`config.mk`:
```
export PLATFORM = sky130hd
export DESIGN_NAME = nlt_root
export DESIGN_NICKNAME = d
export VERILOG_FILES = /design/src/hw/rtl/nlt_pkg.sv /design/src/hw/rtl/nlt_root.sv
export SDC_FILE = /design/constraint.sdc
export NUM_CORES = 1
export LEC_CHECK = 0
export BUFFER_PORTS_ARGS = -buffer_cell sky130_fd_sc_hd__buf_4
export CAP_MARGIN = 20
export CORE_UTILIZATION = 45
export CTS_BUF_LIST = sky130_fd_sc_hd__clkbuf_16
export CTS_CLUSTER_SIZE = 14
export DETAILED_ROUTE_END_ITERATION = 12
export GPL_TIMING_DRIVEN = 1
export PLACE_DENSITY = 0.73
export SETUP_SLACK_MARGIN = 0.1
export SYNTH_ARGS = -nofsm -noshare
export SYNTH_HDL_FRONTEND = slang
export SYNTH_SLANG_ARGS = --single-unit
```
`constraint.sdc`:
```
create_clock -name clock -period 8.5 [get_ports clock]
set_input_delay 1.7 -clock clock [delete_from_list [all_inputs] [get_ports clock]]
set_output_delay 1.7 -clock clock [all_outputs]
set_load 0.02 [all_outputs]
```
`src/hw/rtl/nlt_pkg.sv`:
```
package nlt_pkg;

   localparam int LMAX = 9;
   localparam int LN   = LMAX + 1;
   localparam int CW   = 27;   // coefficient width, unsigned q.24

   localparam logic signed [31:0] P00_Q24 = 32'sd4732765;

   typedef logic [LN-1:0][CW-1:0]          nlt_row_type;
   typedef logic [LN-1:0][LN-1:0][CW-1:0]  nlt_grid_type;   // [order][degree]

   // neighbour link along the cell row
   typedef struct packed {
      logic              tok;
      logic              diag_vld;
      logic signed [31:0] diag;
   } nlt_link_type;

   // broadcast control from the top level
   typedef struct packed {
      logic load;
      logic adv;
   } nlt_ctrl_type;

   // elaboration-time long division, bit by bit
   function automatic longint unsigned cdiv(longint unsigned n, longint unsigned d);
      longint unsigned q;
      longint unsigned r;
      q = 0;
      r = 0;
      for (int i = 63; i >= 0; i--) begin
         r = {r[62:0], n[i]};
         if (r >= d) begin
            r    = r - d;
            q[i] = 1'b1;
         end
      end
      return q;
   endfunction

   function automatic longint unsigned croot(longint unsigned v);
      longint unsigned res;
      longint unsigned rem;
      longint unsigned b;
      res = 0;
      rem = v;
      for (int k = 0; k < 32; k++) begin
         b = 64'd1 << (62 - 2 * k);
         if (rem >= res + b) begin
            rem = rem - (res + b);
            res = (res >> 1) + b;
         end else begin
            res = res >> 1;
         end
      end
      return res;
   endfunction

   function automatic logic [CW-1:0] ccoef(longint unsigned num, longint unsigned den);
      longint unsigned r;
      r = 0;
      if (den != 0) begin
         r = croot(cdiv(num << 48, den));
      end
      return r[CW-1:0];
   endfunction

   function automatic nlt_row_type build_cd();
      nlt_row_type row;
      row = '0;
      for (int m = 1; m <= LMAX; m++) begin
         row[m] = ccoef(longint'(2 * m + 1), longint'(2 * m));
      end
      return row;
   endfunction

   function automatic nlt_row_type build_c1();
      nlt_row_type row;
      row = '0;
      for (int m = 0; m <= LMAX; m++) begin
         row[m] = ccoef(longint'(2 * m + 3), 64'd1);
      end
      return row;
   endfunction

   function automatic nlt_grid_type build_ca();
      nlt_grid_type g;
      g = '0;
      for (int m = 0; m <= LMAX; m++) begin
         for (int l = m + 2; l <= LMAX; l++) begin
            g[m][l] = ccoef(longint'((2 * l + 1) * (2 * l - 1)),
                            longint'((l + m) * (l - m)));
         end
      end
      return g;
   endfunction

   function automatic nlt_grid_type build_cb();
      nlt_grid_type g;
      g = '0;
      for (int m = 0; m <= LMAX; m++) begin
         for (int l = m + 2; l <= LMAX; l++) begin
            g[m][l] = ccoef(longint'((2 * l + 1) * (l - m - 1) * (l + m - 1)),
                            longint'((2 * l - 3) * (l - m) * (l + m)));
         end
      end
      return g;
   endfunction

   localparam nlt_row_type  CD_ROW  = build_cd();
   localparam nlt_row_type  C1_ROW  = build_c1();
   localparam nlt_grid_type CA_GRID = build_ca();
   localparam nlt_grid_type CB_GRID = build_cb();

   // round to nearest, ties up: floor((p + 2^(k-1)) / 2^k)
   function automatic logic signed [39:0] rnd24(logic signed [63:0] p);
      logic signed [63:0] q;
      q = (p + 64'sd8388608) >>> 24;
      return q[39:0];
   endfunction

   function automatic logic signed [39:0] rnd15(logic signed [63:0] p);
      logic signed [63:0] q;
      q = (p + 64'sd16384) >>> 15;
      return q[39:0];
   endfunction

   function automatic logic signed [31:0] sat32(logic signed [39:0] v);
      logic signed [31:0] r;
      if (v > 40'sd2147483647) begin
         r = 32'sh7fffffff;
      end else if (v < -40'sd2147483648) begin
         r = 32'sh80000000;
      end else begin
         r = v[31:0];
      end
      return r;
   endfunction

endpackage

```
`src/hw/rtl/nlt_root.sv`:
```
module nlt_root
   import nlt_pkg::*;
(
   input  logic               clock,
   input  logic               reset,
   input  logic               in_valid,
   output logic               in_ready,
   input  logic signed [15:0] in_x,
   output logic               res_valid,
   input  logic               res_take,
   output logic signed [15:0] res_x,
   output logic [24:0]        res_s
);

   logic               q_vld_ff, q_vld_in;
   logic signed [15:0] q_x_ff, q_x_in;
   logic               busy_ff, busy_in;
   logic               done_ff, done_in;
   logic [4:0]         cnt_ff, cnt_in;
   logic [49:0]        rem_ff, rem_in;
   logic [49:0]        res_ff, res_in;
   logic [49:0]        bit_ff, bit_in;
   logic signed [15:0] xc_ff, xc_in;
   logic               start;
   logic signed [31:0] xx;
   logic [30:0]        v;
   logic [49:0]        trial;

   assign start    = q_vld_ff && !busy_ff && (!done_ff || res_take);
   assign in_ready = !q_vld_ff || start;
   assign xx       = q_x_ff * q_x_ff;
   assign v        = 31'(32'sd1073741824 - xx);
   assign trial    = res_ff + bit_ff;

   always_comb begin
      q_vld_in = q_vld_ff;
      q_x_in   = q_x_ff;
      busy_in  = busy_ff;
      done_in  = done_ff;
      cnt_in   = cnt_ff;
      rem_in   = rem_ff;
      res_in   = res_ff;
      bit_in   = bit_ff;
      xc_in    = xc_ff;
      if (res_take) begin
         done_in = 1'b0;
      end
      if (start) begin
         q_vld_in = 1'b0;
      end
      if (in_valid && in_ready) begin
         q_vld_in = 1'b1;
         q_x_in   = in_x;
      end
      if (busy_ff) begin
         // one root bit a cycle
         if (rem_ff >= trial) begin
            rem_in = rem_ff - trial;
            res_in = (res_ff >> 1) + bit_ff;
         end else begin
            res_in = res_ff >> 1;
         end
         bit_in = bit_ff >> 2;
         cnt_in = cnt_ff + 5'd1;
         if (cnt_ff == 5'd24) begin
            busy_in = 1'b0;
            done_in = 1'b1;
         end
      end else if (start) begin
         busy_in = 1'b1;
         cnt_in  = '0;
         rem_in  = {1'b0, v, 18'd0};
         res_in  = '0;
         bit_in  = 50'd1 << 48;
         xc_in   = q_x_ff;
      end
   end

   always_ff @(posedge clock) begin
      if (reset) begin
         q_vld_ff <= 1'b0;
         busy_ff  <= 1'b0;
         done_ff  <= 1'b0;
      end else begin
         q_vld_ff <= q_vld_in;
         busy_ff  <= busy_in;
         done_ff  <= done_in;
      end
      q_x_ff <= q_x_in;
      cnt_ff <= cnt_in;
      rem_ff <= rem_in;
      res_ff <= res_in;
      bit_ff <= bit_in;
      xc_ff  <= xc_in;
   end

   assign res_valid = done_ff;
   assign res_x     = xc_ff;
   assign res_s     = res_ff[24:0];

endmodule

```
Word-level counts from Yosys, hierarchy flattened:

Cells that the tools add are included.

* $mul: 1
* reductions and logical operators: 12
* bitwise operators: 1
* $add $sub $neg: 5
* equality and inequality tests: 2
* mux-type cells: 18
* $lt $le $gt $ge: 1

Operators with widths (number)
* 50-bit 2-to-1 mux: 6
* 47-bit 2-to-1 mux: 2
* 49-bit by 49-bit adder with 50-bit output: 1
* 50-bit by 49-bit adder with 50-bit output: 1
* 50-bit greater-or-equal comparator: 1
* 50-bit subtractor: 1
* 16-bit by 16-bit multiplier with 31-bit output: 1
* 31-bit subtractor (first input constant): 1
* 5-bit 2-to-1 mux: 2
* 1-bit 2-to-1 mux: 8
* 5-bit by 1-bit adder with 5-bit output (second input constant): 1
* 5-bit == test (second input constant): 1
* 2-bit AND reduction: 2
* 2-bit nonzero test: 2
* 1-bit logical AND: 3
* 1-bit zero test: 3
* 1-bit logical OR: 2
* 2-bit by 1-bit != test with 1-bit output (second input constant): 1
* 1-bit inverter: 1

* register bits: 165
* output and inout port bits: 43

Depth between registers and ports, before layout:

Gate-level depths: netlist of run 1.

* word-level depth: 6
* depth in mapped cells: 27

Least setup slack after synthesis of run 1:

OpenSTA, ideal clock, no wires.

* path kind: flip-flop to flip-flop
* start: register res_ff[2]
* end: register rem_ff[0], enable pin
* setup slack: 0.904 ns
* setup time: 0.474 ns
* data arrival time: 7.122 ns
* stages on the path, launching flop included: 22
* path through: edfxtp_1 -> ha_1 -> a31oi_1 -> a211oi_1 -> a21o_1 -> a221oi_1 -> nand2b_1 -> nand2_1 -> a31oi_1 -> o21bai_1 -> a31oi_1 -> xor2_1 -> ha_1 -> and3_4 -> nand3_2 -> or3_4 -> nor4_4 -> a31o_4 -> nor2_2 -> a31o_4 -> buf_6 -> a21oi_1

* longest elaborated chain between the ends: 4

Ends and longest elaborated chain
* start: declaration: line nlt_root.sv:21 `logic [49:0] res_ff, res_in;`
* start signal: assignment: line nlt_root.sv:92 `res_ff <= res_in;`
* 50-bit by 49-bit adder with 50-bit output: line nlt_root.sv:33 `assign trial = res_ff + bit_ff;`
* 50-bit greater-or-equal comparator: line nlt_root.sv:57 `if (rem_ff >= trial) begin`
* 2-bit by 1-bit != test with 1-bit output (no line)
* 2-bit AND reduction (no line)
* end signal: assignment: line nlt_root.sv:91 `rem_ff <= rem_in;`
* end: declaration: line nlt_root.sv:20 `logic [49:0] rem_ff, rem_in;`

Every way passes these cells.
A chain may end at the register's enable or synchronous reset.

Final worst setup path of run 1:

* start: register q_x_ff[15]
* end: register rem_ff[46] (data pin)

* longest elaborated chain between the ends: 4

Ends and longest elaborated chain
* start: declaration: line nlt_root.sv:16 `logic signed [15:0] q_x_ff, q_x_in;`
* start signal: assignment: line nlt_root.sv:89 `q_x_ff <= q_x_in;`
* 16-bit by 16-bit multiplier with 31-bit output: line nlt_root.sv:31 `assign xx = q_x_ff * q_x_ff;`
* 31-bit subtractor: line nlt_root.sv:32 `assign v = 31'(32'sd1073741824 - xx);`
* 50-bit 2-to-1 mux: line nlt_root.sv:69 `end else if (start) begin`
* 50-bit 2-to-1 mux: line nlt_root.sv:55 `if (busy_ff) begin`
* named net rem_in[46]: line nlt_root.sv:20

The timed path passes the listed nets, and every way through them passes these cells. The select of a mux whose other input is x is not followed.

==> results of run 1 <==
[Yosys cell counts (all sizes together) (10+ instances only)]
| master | count |
|---|---|
| a31o | 10 |
| a21oi | 110 |
| fa | 231 |
| o21ai | 102 |
| o31ai | 10 |
| inv | 378 |
| nand2b | 12 |
| nor2b | 35 |
| ha | 205 |
| nand4 | 30 |
| edfxtp | 161 |
| a21o | 43 |
| o21bai | 26 |
| and3 | 14 |
| xnor2 | 94 |
| clkbuf | 54 |
| nor3 | 25 |
| nand3 | 26 |
| xor2 | 98 |
| a31oi | 48 |
| nand2 | 191 |
| a211oi | 39 |
| and2 | 73 |
| buf | 38 |
| nor2 | 131 |
[logic make-up (layout without fill, tap and decap cells)]
kind of cell             after synthesis  in the layout
adder cells (fa/ha/maj)              436            436
AO/OA/AOI/OAI                        450            450
buffers and inverters                472            479
multiplexers                           7              7
flip-flops                           165            165
AND/OR/NAND/NOR                      568            568
XOR/XNOR                             192            192
[area by class of cell]
class | count | area, um2
clock buffers | 17 | 425
flip-flops and latches | 165 | 4920
multi-input cells | 1653 | 14600
clock inverters | 15 | 144
fillers | 4328 | 24000
repair buffers | 69 | 538
well taps | 607 | 759
inverters | 378 | 1420
[critical path, stage by stage, from the launching register on]
cell      delay, ps
edfxtp_1        990
nand2_1         230
inv_1           190
fa_1            450
fa_1            510
fa_1            510
inv_1            50
fa_1            450
fa_1            510
inv_1            50
fa_1            470
inv_1            40
ha_1            340
a21o_1          190
a21o_1          170
o21bai_1        170
a31oi_1         210
a21oi_1         170
o41ai_2         530
nor3b_1         100
a211o_1         240
mux2_2          260
[final timing paths]
kind,to,slack (ps),cells after the start
hold / removal,bit_ff[48],540,2
setup / recovery,rem_ff[46],1390,21
hold reg to reg,bit_ff[48],540,2
setup reg to reg,rem_ff[46],1390,21
[per-layer routing]
layer	part of all wire [%]	track usage, %
met1	42	25.0
met2	51	38.1
met3	3.5	3.29
met4	3.3	7.05
met5	0	0
[metrics by stage]
stage	std cells	instance area, um2	hold WS (ps)	worst slack, ps	utilization (%)
after floorplan	2290	21500	424	904	-
after global placement	2871	22300	510	1590	47.5
after detailed placement	2871	22300	530	1410	47.5
after CTS	2903	22800	540	1390	48.7
after global routing	2904	22800	582	917	48.8
final	2904	22800	537	1390	48.8
[registers in the layout, indices dropped and copies added, names as in the netlist]
name       cells
res_valid      1
rem_ff        50
q_x_ff        16
cnt_ff         5
res_ff        50
bit_ff        25
res_x         16
q_vld_ff       1
busy_ff        1
[placed cells by master (no fill, tap or decap), types with 8 or more instances in the layout]
cell	n
clkbuf_16	17
and2_1	73
a31oi_1	46
o31ai_1	9
a21oi_1	108
edfxtp_1	161
nand2_1	191
inv_1	377
or2_2	8
xor2_1	98
o21bai_1	26
nor3_1	25
nand2b_1	12
fa_1	231
nand4_1	29
buf_4	68
o21ai_0	97
ha_1	205
nor2_1	129
and3_1	12
xnor2_1	94
nand3_1	25
a21o_1	41
a211oi_1	38
nor2b_1	35
==> metrics.md, run 1 <==
| Metric | Value |
|---|---|
| Initial antenna violation count | 0 |
| Number of port buffers | 62 |
| Fmax | 141 MHz |
| Final setup violation count | 0 |
| First-pass GRT wire length | 80800 um |
| Detailed Route WL | 48100 um |
| Main combinational cell family by area after synthesis | adder cells |
| Setup TNS Final | 0 ps |
| Final Cycle Share | 83.7% |
| CP max FO | 33 |
| Vias in the first global route | 16749 |
| Post-synth top area cell | edfxtp_1 |
| Compound-Gate Fraction of Synth Area | 13.7% |
| Crit path time final | 7110 ps |
| Status | complete, but fails checks |
| Via count | 15965 |
| Drt initial violations | 1068 |
| Drc violations | 2 |
| Post-Syn Instances | 2290 |
| ANT cells | 0 |
| Post-cts hold buffer count | 0 |
| Longest Clk Path Bufs | 2 |
| Largest net degree at the start of global routing | 75 |
| Area grow syn2layout | 6.24% |
| WS Path Type | register to register |
| Reg clk slew, reported paths | 70 ps |
| Top_reg_cell synth | edfxtp_1 |
| Slew Limit Fails | 0 |
| Syn Nets | 2746 |
| Clk root buf | clkbuf_16 |
| Total die area | 0.0487 mm2 |
| Yosys cell types | 85 |
| Worst-Skew Late Latency | 490 ps |
| Core ar. | 0.0469 mm2 |
| Fraction of layout cells with a size suffix above 1 | 6.31% |
| GP Congestion | 0.904 |
| Initial Util | 45.9% |
| Area of the mapped netlist | 0.0215 mm2 |
| EDFF count, synth | 161 |
| FF-to-FF Start | q_x_ff[15] |
| Unrepaired setup endpoints after global routing | false |
| Cts bufs inserted | 17 |
| Nets | 2740 |
| CTS Sinks | 165 |
| Top cell type's share of synthesized area | 22.5% |
| Routed Antenna Nets | 0 |
| Tot GR Track Use | 20.9% |
| DR pass1 iterations | 10 |
| Mux share of post-synthesis cell area | 0.343% |
| Worst slew pin tran | 1040 ps |
| Synth Area in Adders | 33.4% |
| Top post-synthesis cells by area | edfxtp_1, fa_1, ha_1, inv_1, xor2_1 |
| WP data required | 8730 ps |
| Avg WL per Cell | 16.6 um |
| Share of flip-flops with an asynchronous set or reset | 0% |
| DP HPWL | 37600 um |
| Max Cap Violations | 0 |
| Worst clock skew | 14.3 ps |
| Row count | 79 |
| Simple-gate share of the synthesized area | 12.8% |
| Die width | 221 um |
| Yosys reg bits | 165 |
| Failing checks | design-rule violations |
| Vias/cell | 5.50 |
| Post-cts gate resize count | 0 |
| Worst EP arrival | 7340 ps |
| Max-slew headroom | 30.4% |
| H-tree levels | 4 |
| Hold path startpoint | bit_ff[48] |
| Grt ovf | 0 |
| Crit. Startpoint | q_x_ff[15] |
| Synthesis Warnings | 0 |
| Worst setup EP type | register |
| Die height | 221 um |
| Xor/xnor share of the synthesized area | 7.82% |
| Ports | 63 |
| Final Hold Viols | 0 |
| CTS tree | built |
| Post-synthesis area per instance | 9.39 um2 |
| Crit path launch type | register |
| Class of the worst hold path | register to register |
| Sequential-to-total area share from yosys stat | 22.9% |
| Post-CTS setup buffers | 0 |
Power of run 1 is left out: the tool's default activity adds up to more than one toggle a clock period on the data nets, which glitch-free logic cannot reach.
==> run 2: changes to the inputs <==
--- a/config.mk
+++ b/config.mk
@@ -5,6 +5,7 @@
 export SDC_FILE = /design/constraint.sdc
 export NUM_CORES = 1
 export LEC_CHECK = 0
+export ABC_AREA = 1
 export BUFFER_PORTS_ARGS = -buffer_cell sky130_fd_sc_hd__buf_4
 export CAP_MARGIN = 20
 export CORE_UTILIZATION = 45
==> constraint.sdc (replaced) <==
create_clock -name clock -period 6.85 [get_ports clock]
set_input_delay 1.37 -clock clock [delete_from_list [all_inputs] [get_ports clock]]
set_output_delay 1.37 -clock clock [all_outputs]
set_load 0.02 [all_outputs]
==> run 2 against run 1 <==
Against the previous run:
- the run now ends clean
- area after synthesis is 16% higher
- critical path depth down 2
- die area up 16%
==> metrics.md, run 2 <==
| Metric | Value |
|---|---|
| Largest net degree at the start of global routing | 68 |
| Top cell type's share of synthesized area | 19.4% |
| Die width | 237 um |
| GP Congestion | 1.00 |
| Simple-gate share of the synthesized area | 23.4% |
| Routed Antenna Nets | 0 |
| M1 GR Usage | 35.4% |
| H-tree levels | 4 |
| Drt initial violations | 1909 |
| Filler cells | 5460 |
| DR pass1 iterations | 6 |
| Max Cap Violations | 0 |
| Worst EP arrival | 6540 ps |
| WS Path Type | register to register |
| Post-cts hold buffer count | 0 |
| ANT cells | 0 |
| Largest registers | rem_ff: 50 flops, res_ff: 50 flops, bit_ff: 25 flops |
| Die height | 237 um |
| Syn Nets | 3923 |
| Post-cts gate resize count | 0 |
| Cts bufs inserted | 17 |
| Main combinational cell family by area after synthesis | adder cells |
| Drc violations | 0 |
| Class of the worst hold path | register to register |
| Final setup violation count | 0 |
| Area grow syn2layout | 6.49% |
| WP data required | 7110 ps |
| Via count | 22230 |
| Most numerous cell in the Yosys netlist | nand2_1 |
| Mux share of post-synthesis cell area | 0% |
| Area of the mapped netlist | 0.0249 mm2 |
| Placed instance area | 0.0259 mm2 |
| Avg WL per Cell | 17.2 um |
| Compound-Gate Fraction of Synth Area | 11.9% |
| Cells after DPL | 4160 |
| Min setup slack post-route | 568 ps |
| Met2 usage | 41.3% |
| Setup TNS Final | 0 ps |
| Nets | 3939 |
| Worst setup EP type | register |
| EDFF count, synth | 161 |
| Detailed Route WL | 72000 um |
| Tot GR Track Use | 26.0% |
| Post-synth top area cell | edfxtp_1 |
| Fraction of layout cells with a size suffix above 1 | 4.29% |
| Synth Area in Adders | 28.9% |
| Final Cycle Share | 91.7% |
| Fmax | 159 MHz |
| CTS Sinks | 165 |
| Unrepaired setup endpoints after global routing | false |
| Dpl ws | 578 ps |
| Post-synthesis area per instance | 7.19 um2 |
| Vias in the first global route | 21409 |
| Xor/xnor share of the synthesized area | 3.13% |
| Most common cell after layout, fill and taps aside | nand2_1 |
| Sequential-to-total area share from yosys stat | 19.7% |
| DP HPWL | 59600 um |
| Design Area, Final | 0.0265 mm2 |
| Yosys cell types | 52 |
| Longest Clk Path Bufs | 2 |
| Worst clock skew | 19.9 ps |
| Most frequent cells in the layout | nand2_1, inv_1, nor2_1 |
| Post-CTS setup buffers | 0 |
| Slew Limit Fails | 0 |
| Core ar. | 0.0542 mm2 |
| Total die area | 0.0563 mm2 |
| Status | finished clean |
| Ports | 63 |
| Post-Syn Instances | 3467 |
| Finished Layout Cells | 4192 |
| Grt ovf | 0 |
| Grt peak-use layer | met2 |
| Worst-Skew Late Latency | 510 ps |
| Top_reg_cell synth | edfxtp_1 |
| Initial antenna violation count | 0 |
| Synthesis Warnings | 0 |
| Final Hold Viols | 0 |
| CTS tree | built |
| R2R Setup Slk | 570 ps |
| Vias/cell | 5.30 |
| Number of port buffers | 62 |
| CP max FO | 18 |
| Share of flip-flops with an asynchronous set or reset | 0% |
| Crit path time final | 6280 ps |
| Top post-synthesis cells by area | edfxtp_1, fa_1, nand2_1, inv_1, ha_1 |
| Initial Util | 45.9% |
| Worst slew pin tran | 1020 ps |
| M3 GR Usage | 5.01% |
| Most frequent cells after synthesis | nand2_1, inv_1, nor2_1 |
| Max-slew headroom | 31.8% |
| Yosys reg bits | 165 |
| Reg clk slew, reported paths | 80 ps |
| Crit path launch type | register |
| First-pass GRT wire length | 114000 um |
| Row count | 85 |
| Clk root buf | clkbuf_16 |
-- run 2: path summary, 6_finish.rpt --
kind,depth (start not counted),to,start
max,19,rem_ff[39],q_x_ff[7]
min reg2reg,2,res_valid,res_valid
min,2,res_valid,res_valid
max reg2reg,19,rem_ff[39],q_x_ff[7]
-- run 2: cells by family (layout without fill, tap and decap cells) --
logic type / Yosys count / after routing
DFF: 165 / 165
and+or+nand+nor: 1416 / 1416
buffers and inverters: 822 / 851
adders and majority gates: 436 / 436
AOI/OAI and AO/OA: 539 / 539
xor gates and xnor gates: 89 / 89
-- run 2: worst max-delay path, stage by stage (launching register included) --
cell and delay (ps):
edfxtp_1 810, nand2_1 250, fa_1 620, fa_1 470, fa_1 530, fa_1 520, fa_1 550, inv_1 60
fa_1 530, inv_1 40, ha_1 380, nand2_1 100, nor2_1 250, inv_1 90, nor3_1 220, a21oi_1 120
o21ai_0 230, a21oi_1 90, o21ai_0 130, nand2_1 70
-- run 2: layout make-up --
cell class / instances / area, um2 / share of cell area (%)
Clock inverter: 15 / 161 / 0.608
Clock buffer: 17 / 425 / 1.60
Timing Repair Buffer: 85 / 638 / 2.41
Multi-Input combinational cell: 2480 / 16800 / 63.2
Sequential cell: 165 / 4920 / 18.5
Tap cell: 696 / 871 / 3.28
Inverter: 734 / 2760 / 10.4
-- run 2: routing by layer --
layer / routed length (um) / vias up
li1: - / 10971
met1: 32600 / 10368
met2: 32200 / 783
met3: 5000 / 108
met4: 2210 / 0
met5: 0 / -
-- run 2: stage by stage --
stage / hold WS (ps) / util (%)
after floorplan: 424 / -
after global placement: 479 / 47.8
after detailed placement: 483 / 47.8
after CTS: 504 / 48.9
after global routing: 543 / 48.9
final: 504 / 48.9
Power of run 2 is left out for the same reason.
